--- config.mk ---
export PLATFORM = sky130hd
export DESIGN_NAME = lba_to_chs_converter
export DESIGN_NICKNAME = d
export VERILOG_FILES = /design/src/sv/lbac_pkg.sv /design/src/sv/lbac_front.sv /design/src/sv/lbac_cell.sv /design/src/sv/lba_to_chs_converter.sv
export VERILOG_INCLUDE_DIRS = /design/src /design/src/sv
export SDC_FILE = /design/constraint.sdc
export NUM_CORES = 2
export LEC_CHECK = 0
export ABC_AREA = 1
export BUFFER_PORTS_ARGS = -buffer_cell sky130_fd_sc_hd__buf_2
export CORE_AREA = 2 2 453 275
export CTS_CLUSTER_SIZE = 10
export DETAILED_ROUTE_END_ITERATION = 6
export DIE_AREA = 0 0 455 277
export PLACE_DENSITY = 0.66
export SYNTH_ARGS = -nofsm -noshare
export SYNTH_HDL_FRONTEND = slang
export SYNTH_SLANG_ARGS = --single-unit
--- constraint.sdc ---
create_clock -name clk_i -period 8.2 [get_ports clk_i]
set_clock_uncertainty 0.1 [all_clocks]
set_input_delay 2.46 -clock clk_i [delete_from_list [all_inputs] [get_ports clk_i]]
set_output_delay 2.46 -clock clk_i [all_outputs]
set_load 0.02 [all_outputs]
--- src/sv/lba_to_chs_converter_defines.svh ---
// Assertion macros shared by the LBA to CHS converter RTL.
`ifndef LBA_TO_CHS_CONVERTER_DEFINES_SVH
`define LBA_TO_CHS_CONVERTER_DEFINES_SVH

// Same-cycle implication, checked outside reset.
`define LBAC_ASSERT_NOW(lbl, clk, rst_n, ante, cons) \
  lbl: assert property (@(posedge clk) disable iff (!rst_n) (ante) |-> (cons)) \
    else $error("lba_to_chs_converter assertion failed");

// Next-cycle implication, checked outside reset.
`define LBAC_ASSERT_NEXT(lbl, clk, rst_n, ante, cons) \
  lbl: assert property (@(posedge clk) disable iff (!rst_n) (ante) |=> (cons)) \
    else $error("lba_to_chs_converter assertion failed");

`endif

--- src/sv/lbac_pkg.sv ---
// Package with types and constants of the LBA to CHS converter.
`timescale 1ns / 1ps
`default_nettype none

package lbac_pkg;

  // Address bits that take part in the conversion.
  localparam int unsigned LbaWidth = 64;
  localparam logic [63:0] LbaMask = {64{1'b1}} >> (64 - LbaWidth);

  // Division steps: ten for the cylinder, eight for the head.
  localparam int unsigned CylSteps  = 10;
  localparam int unsigned HeadSteps = 8;
  localparam int unsigned NumCells  = CylSteps + HeadSteps;

  localparam logic [7:0] HpcReset = 8'd255;
  localparam logic [5:0] SptReset = 6'd63;

  // Packed word of the protective tuple (1023,255,63).
  localparam logic [23:0] ProtectiveChs = 24'hFFFFFF;

  typedef enum logic [1:0] {
    CfgHeads   = 2'd0,
    CfgSectors = 2'd1
  } lbac_cfg_e;

  // One item as it travels down the row of cells.
  typedef struct packed {
    logic        valid;
    logic        prot;
    logic [23:0] rem;
    logic [23:0] dvs;
    logic [9:0]  quo;
    logic [9:0]  cyl;
    logic [5:0]  spt;
  } lbac_lane_t;

endpackage

`default_nettype wire

--- src/sv/lbac_front.sv ---
// Input stage: geometry product, range check and saturation of the address.
`timescale 1ns / 1ps
`default_nettype none

module lbac_front import lbac_pkg::*; (
  input  wire logic        clk_i,
  input  wire logic        rst_ni,
  input  wire logic        en_i,
  input  wire logic        in_valid_i,
  input  wire logic [63:0] block_address_i,
  input  wire logic        protective_clamp_i,
  input  wire logic [7:0]  hpc_i,
  input  wire logic [5:0]  spt_i,
  output lbac_lane_t       lane_o
);

  logic [7:0]  hpc_eff;
  logic [5:0]  spt_eff;
  logic [13:0] prod;
  logic [23:0] top;
  logic [63:0] lba_m;
  logic        over;
  lbac_lane_t  lane_d, lane_q;

  // A zero geometry register counts as one.
  assign hpc_eff = (hpc_i == 8'd0) ? 8'd1 : hpc_i;
  assign spt_eff = (spt_i == 6'd0) ? 6'd1 : spt_i;
  assign prod    = {6'b0, hpc_eff} * {8'b0, spt_eff};
  assign top     = {prod, 10'b0} - 24'd1;
  assign lba_m   = block_address_i & LbaMask;
  assign over    = (|lba_m[63:24]) || (lba_m[23:0] > top);

  always_comb begin
    lane_d.valid = in_valid_i;
    lane_d.prot  = over & protective_clamp_i;
    lane_d.rem   = over ? top : lba_m[23:0];
    lane_d.dvs   = {1'b0, prod, 9'b0};
    lane_d.quo   = '0;
    lane_d.cyl   = '0;
    lane_d.spt   = spt_eff;
  end

  always_ff @(posedge clk_i or negedge rst_ni) begin
    if (!rst_ni) begin
      lane_q <= '0;
    end else if (en_i) begin
      lane_q <= lane_d;
    end
  end

  assign lane_o = lane_q;

endmodule

`default_nettype wire

--- src/sv/lbac_cell.sv ---
// One restoring division step with its pipeline register.
`timescale 1ns / 1ps
`default_nettype none

module lbac_cell import lbac_pkg::*; (
  input  wire logic       clk_i,
  input  wire logic       rst_ni,
  input  wire logic       en_i,
  input  wire lbac_lane_t lane_i,
  output lbac_lane_t      lane_o
);

  logic       ge;
  lbac_lane_t lane_d, lane_q;

  assign ge = lane_i.rem >= lane_i.dvs;

  always_comb begin
    lane_d     = lane_i;
    lane_d.rem = ge ? (lane_i.rem - lane_i.dvs) : lane_i.rem;
    lane_d.quo = {lane_i.quo[8:0], ge};
    lane_d.dvs = {1'b0, lane_i.dvs[23:1]};
  end

  always_ff @(posedge clk_i or negedge rst_ni) begin
    if (!rst_ni) begin
      lane_q <= '0;
    end else if (en_i) begin
      lane_q <= lane_d;
    end
  end

  assign lane_o = lane_q;

endmodule

`default_nettype wire

--- src/sv/lba_to_chs_converter.sv ---
// Converts a logical block address into a packed partition-table CHS word.
//
// Input channel: block_address_i and protective_clamp_i, transferred when
// in_valid_i is high and in_stall_o is low. Output channel: packed_chs_o,
// transferred when out_valid_o is high and out_stall_i is low.
// Geometry is set through the write port: index 0 is heads per cylinder,
// index 1 is sectors per track; other indexes are ignored.
// An input transfer reaches the output through the input stage, eighteen
// division cells (ten for the cylinder, eight for the head) and the output
// register.
// Throughput is one item per cycle while the receiver takes results; the whole row advances together.
// When the receiver stalls with a result waiting, the row holds and
// in_stall_o rises until the result is taken.
// Reset empties the row and loads the geometry 255 heads, 63 sectors.
`timescale 1ns / 1ps
`default_nettype none

`include "lba_to_chs_converter_defines.svh"

module lba_to_chs_converter import lbac_pkg::*; (
  input  wire logic        clk_i,
  input  wire logic        rst_ni,
  input  wire logic        cfg_we_i,
  input  wire logic [1:0]  cfg_index_i,
  input  wire logic [7:0]  cfg_wdata_i,
  input  wire logic        in_valid_i,
  output logic             in_stall_o,
  input  wire logic [63:0] block_address_i,
  input  wire logic        protective_clamp_i,
  output logic             out_valid_o,
  input  wire logic        out_stall_i,
  output logic [23:0]      packed_chs_o
);

  logic [7:0]  hpc_q;
  logic [5:0]  spt_q;
  logic        en;
  logic        out_valid_q;
  logic [23:0] packed_q, packed_d;
  logic [5:0]  sector;
  lbac_lane_t  lane_in  [NumCells];
  lbac_lane_t  lane_out [NumCells+1];
  lbac_lane_t  last;

  always_ff @(posedge clk_i or negedge rst_ni) begin
    if (!rst_ni) begin
      hpc_q <= HpcReset;
      spt_q <= SptReset;
    end else if (cfg_we_i) begin
      unique case (cfg_index_i)
        CfgHeads:   hpc_q <= cfg_wdata_i;
        CfgSectors: spt_q <= cfg_wdata_i[5:0];
        default: ;
      endcase
    end
  end

  assign en         = !out_valid_q || !out_stall_i;
  assign in_stall_o = !en;

  lbac_front u_front (
    .clk_i              (clk_i),
    .rst_ni             (rst_ni),
    .en_i               (en),
    .in_valid_i         (in_valid_i),
    .block_address_i    (block_address_i),
    .protective_clamp_i (protective_clamp_i),
    .hpc_i              (hpc_q),
    .spt_i              (spt_q),
    .lane_o             (lane_out[0])
  );

  for (genvar k = 0; k < NumCells; k++) begin : g_cell
    if (k == CylSteps) begin : g_turn
      // The cylinder quotient is done; the remainder is now divided by spt.
      always_comb begin
        lane_in[k]     = lane_out[k];
        lane_in[k].cyl = lane_out[k].quo;
        lane_in[k].quo = '0;
        lane_in[k].dvs = {11'b0, lane_out[k].spt, 7'b0};
      end
    end else begin : g_pass
      assign lane_in[k] = lane_out[k];
    end

    lbac_cell u_cell (
      .clk_i  (clk_i),
      .rst_ni (rst_ni),
      .en_i   (en),
      .lane_i (lane_in[k]),
      .lane_o (lane_out[k+1])
    );
  end

  assign last   = lane_out[NumCells];
  assign sector = last.rem[5:0] + 6'd1;

  always_comb begin
    if (last.prot) begin
      packed_d = ProtectiveChs;
    end else begin
      packed_d = {last.cyl[7:0], last.cyl[9:8], sector, last.quo[7:0]};
    end
  end

  always_ff @(posedge clk_i or negedge rst_ni) begin
    if (!rst_ni) begin
      out_valid_q <= 1'b0;
    end else if (en) begin
      out_valid_q <= last.valid;
    end
  end

  always_ff @(posedge clk_i) begin
    if (en) begin
      packed_q <= packed_d;
    end
  end

  assign out_valid_o  = out_valid_q;
  assign packed_chs_o = packed_q;

  `LBAC_ASSERT_NEXT(a_prot_tuple, clk_i, rst_ni, en && last.valid && last.prot,
    packed_chs_o == ProtectiveChs)
  `LBAC_ASSERT_NOW(a_sector_nonzero, clk_i, rst_ni, out_valid_o,
    packed_chs_o[13:8] != 6'd0)
  `LBAC_ASSERT_NOW(a_rem_below_spt, clk_i, rst_ni, last.valid && !last.prot,
    last.rem < {18'b0, last.spt})

endmodule

`default_nettype wire

# Yosys cells after proc, flatten, opt, wreduce, memory -nomap -nowiden
# Cells that the tools add are included.
# W data, S select, Z words.
# totals
reg_bits	934
latchBits	0
ramBits	0
rom_bits	0
in_bits	80
elab_cells	189
memories	0
# classes
add_sub_neg	20
mul	1
div	0
magnitude_cmp	19
n_eq_ne	1
shifts	0
n_mux	21
n_bitwise	1
reduce_logical	11
# ops
operator	count
$mux W24	18
$reduce_or A40 Y1	1
$ge A24 B10 Y1	1
$ge A24 B11 Y1	1
$ge A24 B12 Y1	1
$ge A24 B13 Y1	1
$ge A24 B14 Y1	1
$ge A24 B15 Y1	1
$ge A24 B16 Y1	1
$ge A24 B17 Y1	1
$ge A24 B18 Y1	1
$ge A24 B19 Y1	1
$ge A24 B20 Y1	1
$ge A24 B21 Y1	1
$ge A24 B22 Y1	1
$ge A24 B23 Y1	1
$ge A24 B6 Y1	1
$ge A24 B7 Y1	1
$ge A24 B8 Y1	1
$ge A24 B9 Y1	1
$gt A24 B24 Y1	1
$sub A24 B1 Y24 const B	1
$sub A24 B10 Y24	1
$sub A24 B11 Y24	1
other kinds (28)	33

# Longest topological paths before layout
# depth
depth_word	7
mapped_depth	35
mapped_depth_nobuf	34

# By module
# A second synthesis with hierarchy kept.
# unflattened
cells_unflattened	14156
area_unflattened_um2	94976.1
# modules_own_cells
module	n_inst	cells_per_inst	area_per_inst_um2	seq_area_each_um2
lbac_cell (g_cell[1].u_cell ...)	7	742	4932.2	1876.8
lbac_cell (g_cell[0].u_cell ...)	7	743	4912.2	1876.8
lbac_cell (g_cell[8].u_cell ...)	2	742	4958.5	1876.8
lbac_cell (g_cell[10].u_cell ...)	2	743	4926.0	1876.8
lbac_front	1	662	4682.0	1151.1
lba_to_chs_converter	1	129	1614.0	1113.6

# Worst setup path before layout
# Ideal clock, no wire load.
# synth_path
path_type	input to output
from	input out_stall_i
to	output in_stall_o
arrival_ns	3.478
path_slack_ns	2.162
stages	5
path_cell_list	nand2_1 inv_2 buf_2 buf_2 buf_1
# synth_via
elab_chain_cells	3
# synth_lines
item	line_no	rtl
start: declaration	lba_to_chs_converter.sv:31	input wire logic out_stall_i,
$logic_not A1 Y1	lba_to_chs_converter.sv:58	assign en = !out_valid_q || !out_stall_i;
$logic_or A1 B1 Y1	lba_to_chs_converter.sv:58	
$logic_not A1 Y1	lba_to_chs_converter.sv:59	assign in_stall_o = !en;
end: declaration	lba_to_chs_converter.sv:27	output logic in_stall_o,
# Every way passes these cells.

# Worst setup path after layout
# layout_path
from	register spt_q[1]
to	register u_front.lane_q (netlist bit u_front.lane_o[51])
# layout_via
elab_chain_cells	7
# layout_lines
item	line_no	rtl
start: declaration	lba_to_chs_converter.sv:36	logic [5:0] spt_q;
start signal: assignment	lba_to_chs_converter.sv:48	spt_q <= SptReset;
start signal: assignment	lba_to_chs_converter.sv:52	CfgSectors: spt_q <= cfg_wdata_i[5:0];
$logic_not A6 Y1	lbac_front.sv:27	assign spt_eff = (spt_i == 6'd0) ? 6'd1 : spt_i;
$mux W6 *	lbac_front.sv:27	
$mul A8 B6 Y14 *	lbac_front.sv:28	assign prod = {6'b0, hpc_eff} * {8'b0, spt_eff};
$sub A24 B1 Y24 *	lbac_front.sv:29	assign top = {prod, 10'b0} - 24'd1;
$gt A24 B24 Y1 *	lbac_front.sv:31	assign over = (|lba_m[63:24]) || (lba_m[23:0] > top);
$logic_or A1 B1 Y1 *	lbac_front.sv:31	
$mux W24 *	lbac_front.sv:36	lane_d.rem = over ? top : lba_m[23:0];
end signal: assignment	lbac_front.sv:47	lane_q <= lane_d;
end: declaration	lbac_front.sv:23	lbac_lane_t lane_d, lane_q;
# Every way passes the cells marked *; elsewhere a longest branch is shown, timed or not.
# A chain may end at the register's enable or synchronous reset.

==> results.cfg <==
[synth]
syn_inst = 7106
synth.avg_cell_area_um2 = 7.66
ys_seq_area_share_pct = 43.2
ys_types = 72
synth-seq-cells = 934
ys_async_sr_fraction_pct = 97.4
synth.top_cell.area_share_pct = 41.2
yosysTopAreaCell = dfrtp_1
synth_edf_count = 24
yosys_warnings = 0
synth_area_um2 = 54400
syn_nets = 7455
synth.area.top_cells = dfrtp_1 41%, nand2_1 16%, inv_1 5.5%
synth_flop_cell = dfrtp_1

[global_route]
grt_use_total_pct = 24.9
grt_pass1_vias = 43700
grt-ovfl-total = 0
grt_pass1_wl_um = 251000
antenna_found_initial = 3
grt_start_max_net_pins = 239

[sta]
finalCritPeriodShare_pct = 79.7
rsz0062_at_grt = no
final-setup-viol-count = 0
tns_ns = 0
slew_headroom_pct = 27.6
hold_viol_final = 0
finalMaxSlewViolations = 0
post-route-min-period_ns = 6.54
fmax_mhz = 153
tightest_slew_ns = 1.09

[route]
ant_nets = 0
dr.pass1.iters = 6
routedWlPerCell_um = 17.7
drt_iter0_drc = 4805
wirelength_um = 155000
drc = 0
num_vias = 46200
viasPerCell = 5.26

[worst_setup_path]
crit_type = reg -> reg
rr_endpoint = u_front.lane_o[51]
cp_slowest_cell = dfstp_2
reg2reg_slack_ns = 1.66
crit_fanout = 27
required_ns = 8.70
r2r_start = spt_q[1]
worst_setup_path_start_kind = flop
path_common_cell = inv_1
arrival_ns = 7.04
critPathLaunch = spt_q[1]
end_kind = flop
crit_path_max_incr_delay_ns = 0.64
r2r_cells = 30

[cells_and_area]
nNetsFinal = 7445
design_area_um2 = 59100
area_growth_pct = 8.48
layout.cells.non_filler = 8767
drive_gt1_share_pct = 5.99
fillers = 12100

[placed_design]
place_area_um2 = 56100
gp_congestion = 0.926
io_buffers = 105
dp.cells = 8619
post-dp-hpwl_um = 115000

[floorplanning]
start_util_pct = 44.4
fp-row-count = 100
pin_count = 106
dieArea_um2 = 126000
design.core.area_um2 = 122000
die_x_um = 455
die_h_um = 277

[clocking]
cts.sinks = 934
clock_latency_ns = 0.72
numCtsBuffers = 107
clkTransAtPathRegs_ns = 0.06
post-cts-setup-buffers = 0
hold_buffers = 0
cts_tree = done
ctsResizeCount = 0
htree_levels = 3
cts.path.max_buffers = 3
cts-root-buf = clkbuf_16

[pwr]
power.density_nw_per_um2 = 503
leakage_nw = 29.4
ir_worst_vdd_mv = 0.198
power_mw = 29.7

[flow_run]
cap_violations = 0

[hold_path]
min-delay-start = g_cell[17].u_cell.lane_o[75]
hold_path.class = reg -> reg
min_to = out_valid_o
min_path_cells = 2

[status]
outcome = complete, no violations
cell usage after synthesis (10+ instances only):
| cell | n |
|---|---|
| fa_1 | 43 |
| buf_1 | 20 |
| buf_6 | 21 |
| dfstp_2 | 14 |
| buf_2 | 62 |
| xnor2_1 | 82 |
| inv_1 | 793 |
| o211ai_2 | 15 |
| nor3_1 | 76 |
| o211ai_1 | 48 |
| o21bai_1 | 18 |
| a21o_1 | 14 |
| nor4_1 | 25 |
| o21ai_0 | 555 |
| clkbuf_1 | 132 |
| inv_2 | 23 |
| a21oi_1 | 214 |
| xor2_1 | 166 |
| nor2_2 | 18 |
| ha_1 | 226 |
| a21oi_2 | 13 |
| nand2_1 | 2283 |
| a31oi_1 | 18 |
| nor2_1 | 484 |
| o21ai_1 | 87 |
| o21ai_2 | 10 |
| nand3b_1 | 45 |
| nand3_1 | 445 |
| nand2_2 | 25 |
| dfrtp_1 | 896 |
| nand4_1 | 84 |
| edfxtp_1 | 24 |
| buf_4 | 10 |
cells in the final DEF (no fill, tap or decap), drive strengths merged, types with 3 or more instances in the layout:
master  instances
buf           127
o21a            7
and2            5
nand4          87
nand3         455
ha            226
xor2          166
nor4           26
xnor2          82
a21o           14
a211oi          4
and3            4
clkbuf        135
nor3b           3
o21bai         19
nand2        2316
a21boi         12
o211ai         63
or2            14
nor3           81
a21oi         230
nor2          513
o21ai         654
fa             43
clkinv          6
inv           822
dfrtp         896
a31oi          21
dfstp          14
o22ai           4
a22oi           4
edfxtp         24
nand3b         45
logic make-up (layout without fill, tap and decap cells):
logic type                 count (synthesis)  after routing  share of synthesized area [%]
buffers and inverters                   1065           1092                           7.89
xor gates and xnor gates                 248            248                           3.99
DFF                                      934            934                           43.2
other                                      0              2                              0
and+or+nand+nor                         3550           3550                           27.5
AOI/OAI and AO/OA                       1040           1040                           10.7
adders and majority gates                269            269                           6.78
cell type report:
| cell class | instances | area [um^2] | area share (%) |
|---|---|---|---|
| well taps | 1632 | 2040 | 3.46 |
| repair buffers | 127 | 801 | 1.36 |
| clock inverters | 11 | 131 | 0.222 |
| diodes | 2 | 5.00 | 0.00848 |
| multi-input cells | 5107 | 26600 | 45.1 |
| inverters | 819 | 3090 | 5.23 |
| clock buffers | 135 | 2830 | 4.80 |
| flip-flops and latches | 934 | 23500 | 39.8 |
critical path, delay by kind of cell, from the launching register on:
family,cells,cell delay (ns)
adders and majority gates,5,2.10
buffers and inverters,7,0.90
and+or+nand+nor,15,2.29
AOI/OAI and AO/OA,3,0.37
DFF,1,0.64
worst max path at each step:
stage	endpoint	depth (start not counted)
finish	u_front.lane_o[51]	30
CTS	u_front.lane_o[51]	30
detailed placement	u_front.lane_o[51]	30
global route	u_front.lane_o[51]	32
global placement	u_front.lane_o[54]	30
floorplan	in_stall_o	5
state kept, by name, summed over array words and instances, names as in the netlist:
name	flops
g_cell.u_cell.lane_o	849
out_valid_o	1
hpc_q	8
packed_chs_o	24
u_front.lane_o	46
spt_q	6
metrics by stage:
step	hold WS (ns)	setup WS, ns	util (%)
3_5_place_dp	0.335	1.72	45.8
3_3_place_gp	0.335	1.74	45.8
6_report	0.348	1.66	48.2
2_1_floorplan	0.320	2.16	-
5_1_grt	0.376	1.08	48.2
4_1_cts	0.349	1.67	48.2
metal layers:
layer / GRT usage, % / part of all wire (%) / wire (um)
met1: 42.7 / 54 / 84000
met2: 30.1 / 36 / 55100
met3: 6.58 / 8.9 / 13800
met4: 3.90 / 1.3 / 1980
met5: 0 / 0 / 0
where the power goes:
| part | internal, mW | switching [mW] |
|---|---|---|
| Sequential | 6.91 | 1.91 |
| Combinational | 5.75 | 10.8 |
| Clock | 2.42 | 1.89 |
Note: power is estimated with default switching activity, not from simulation.
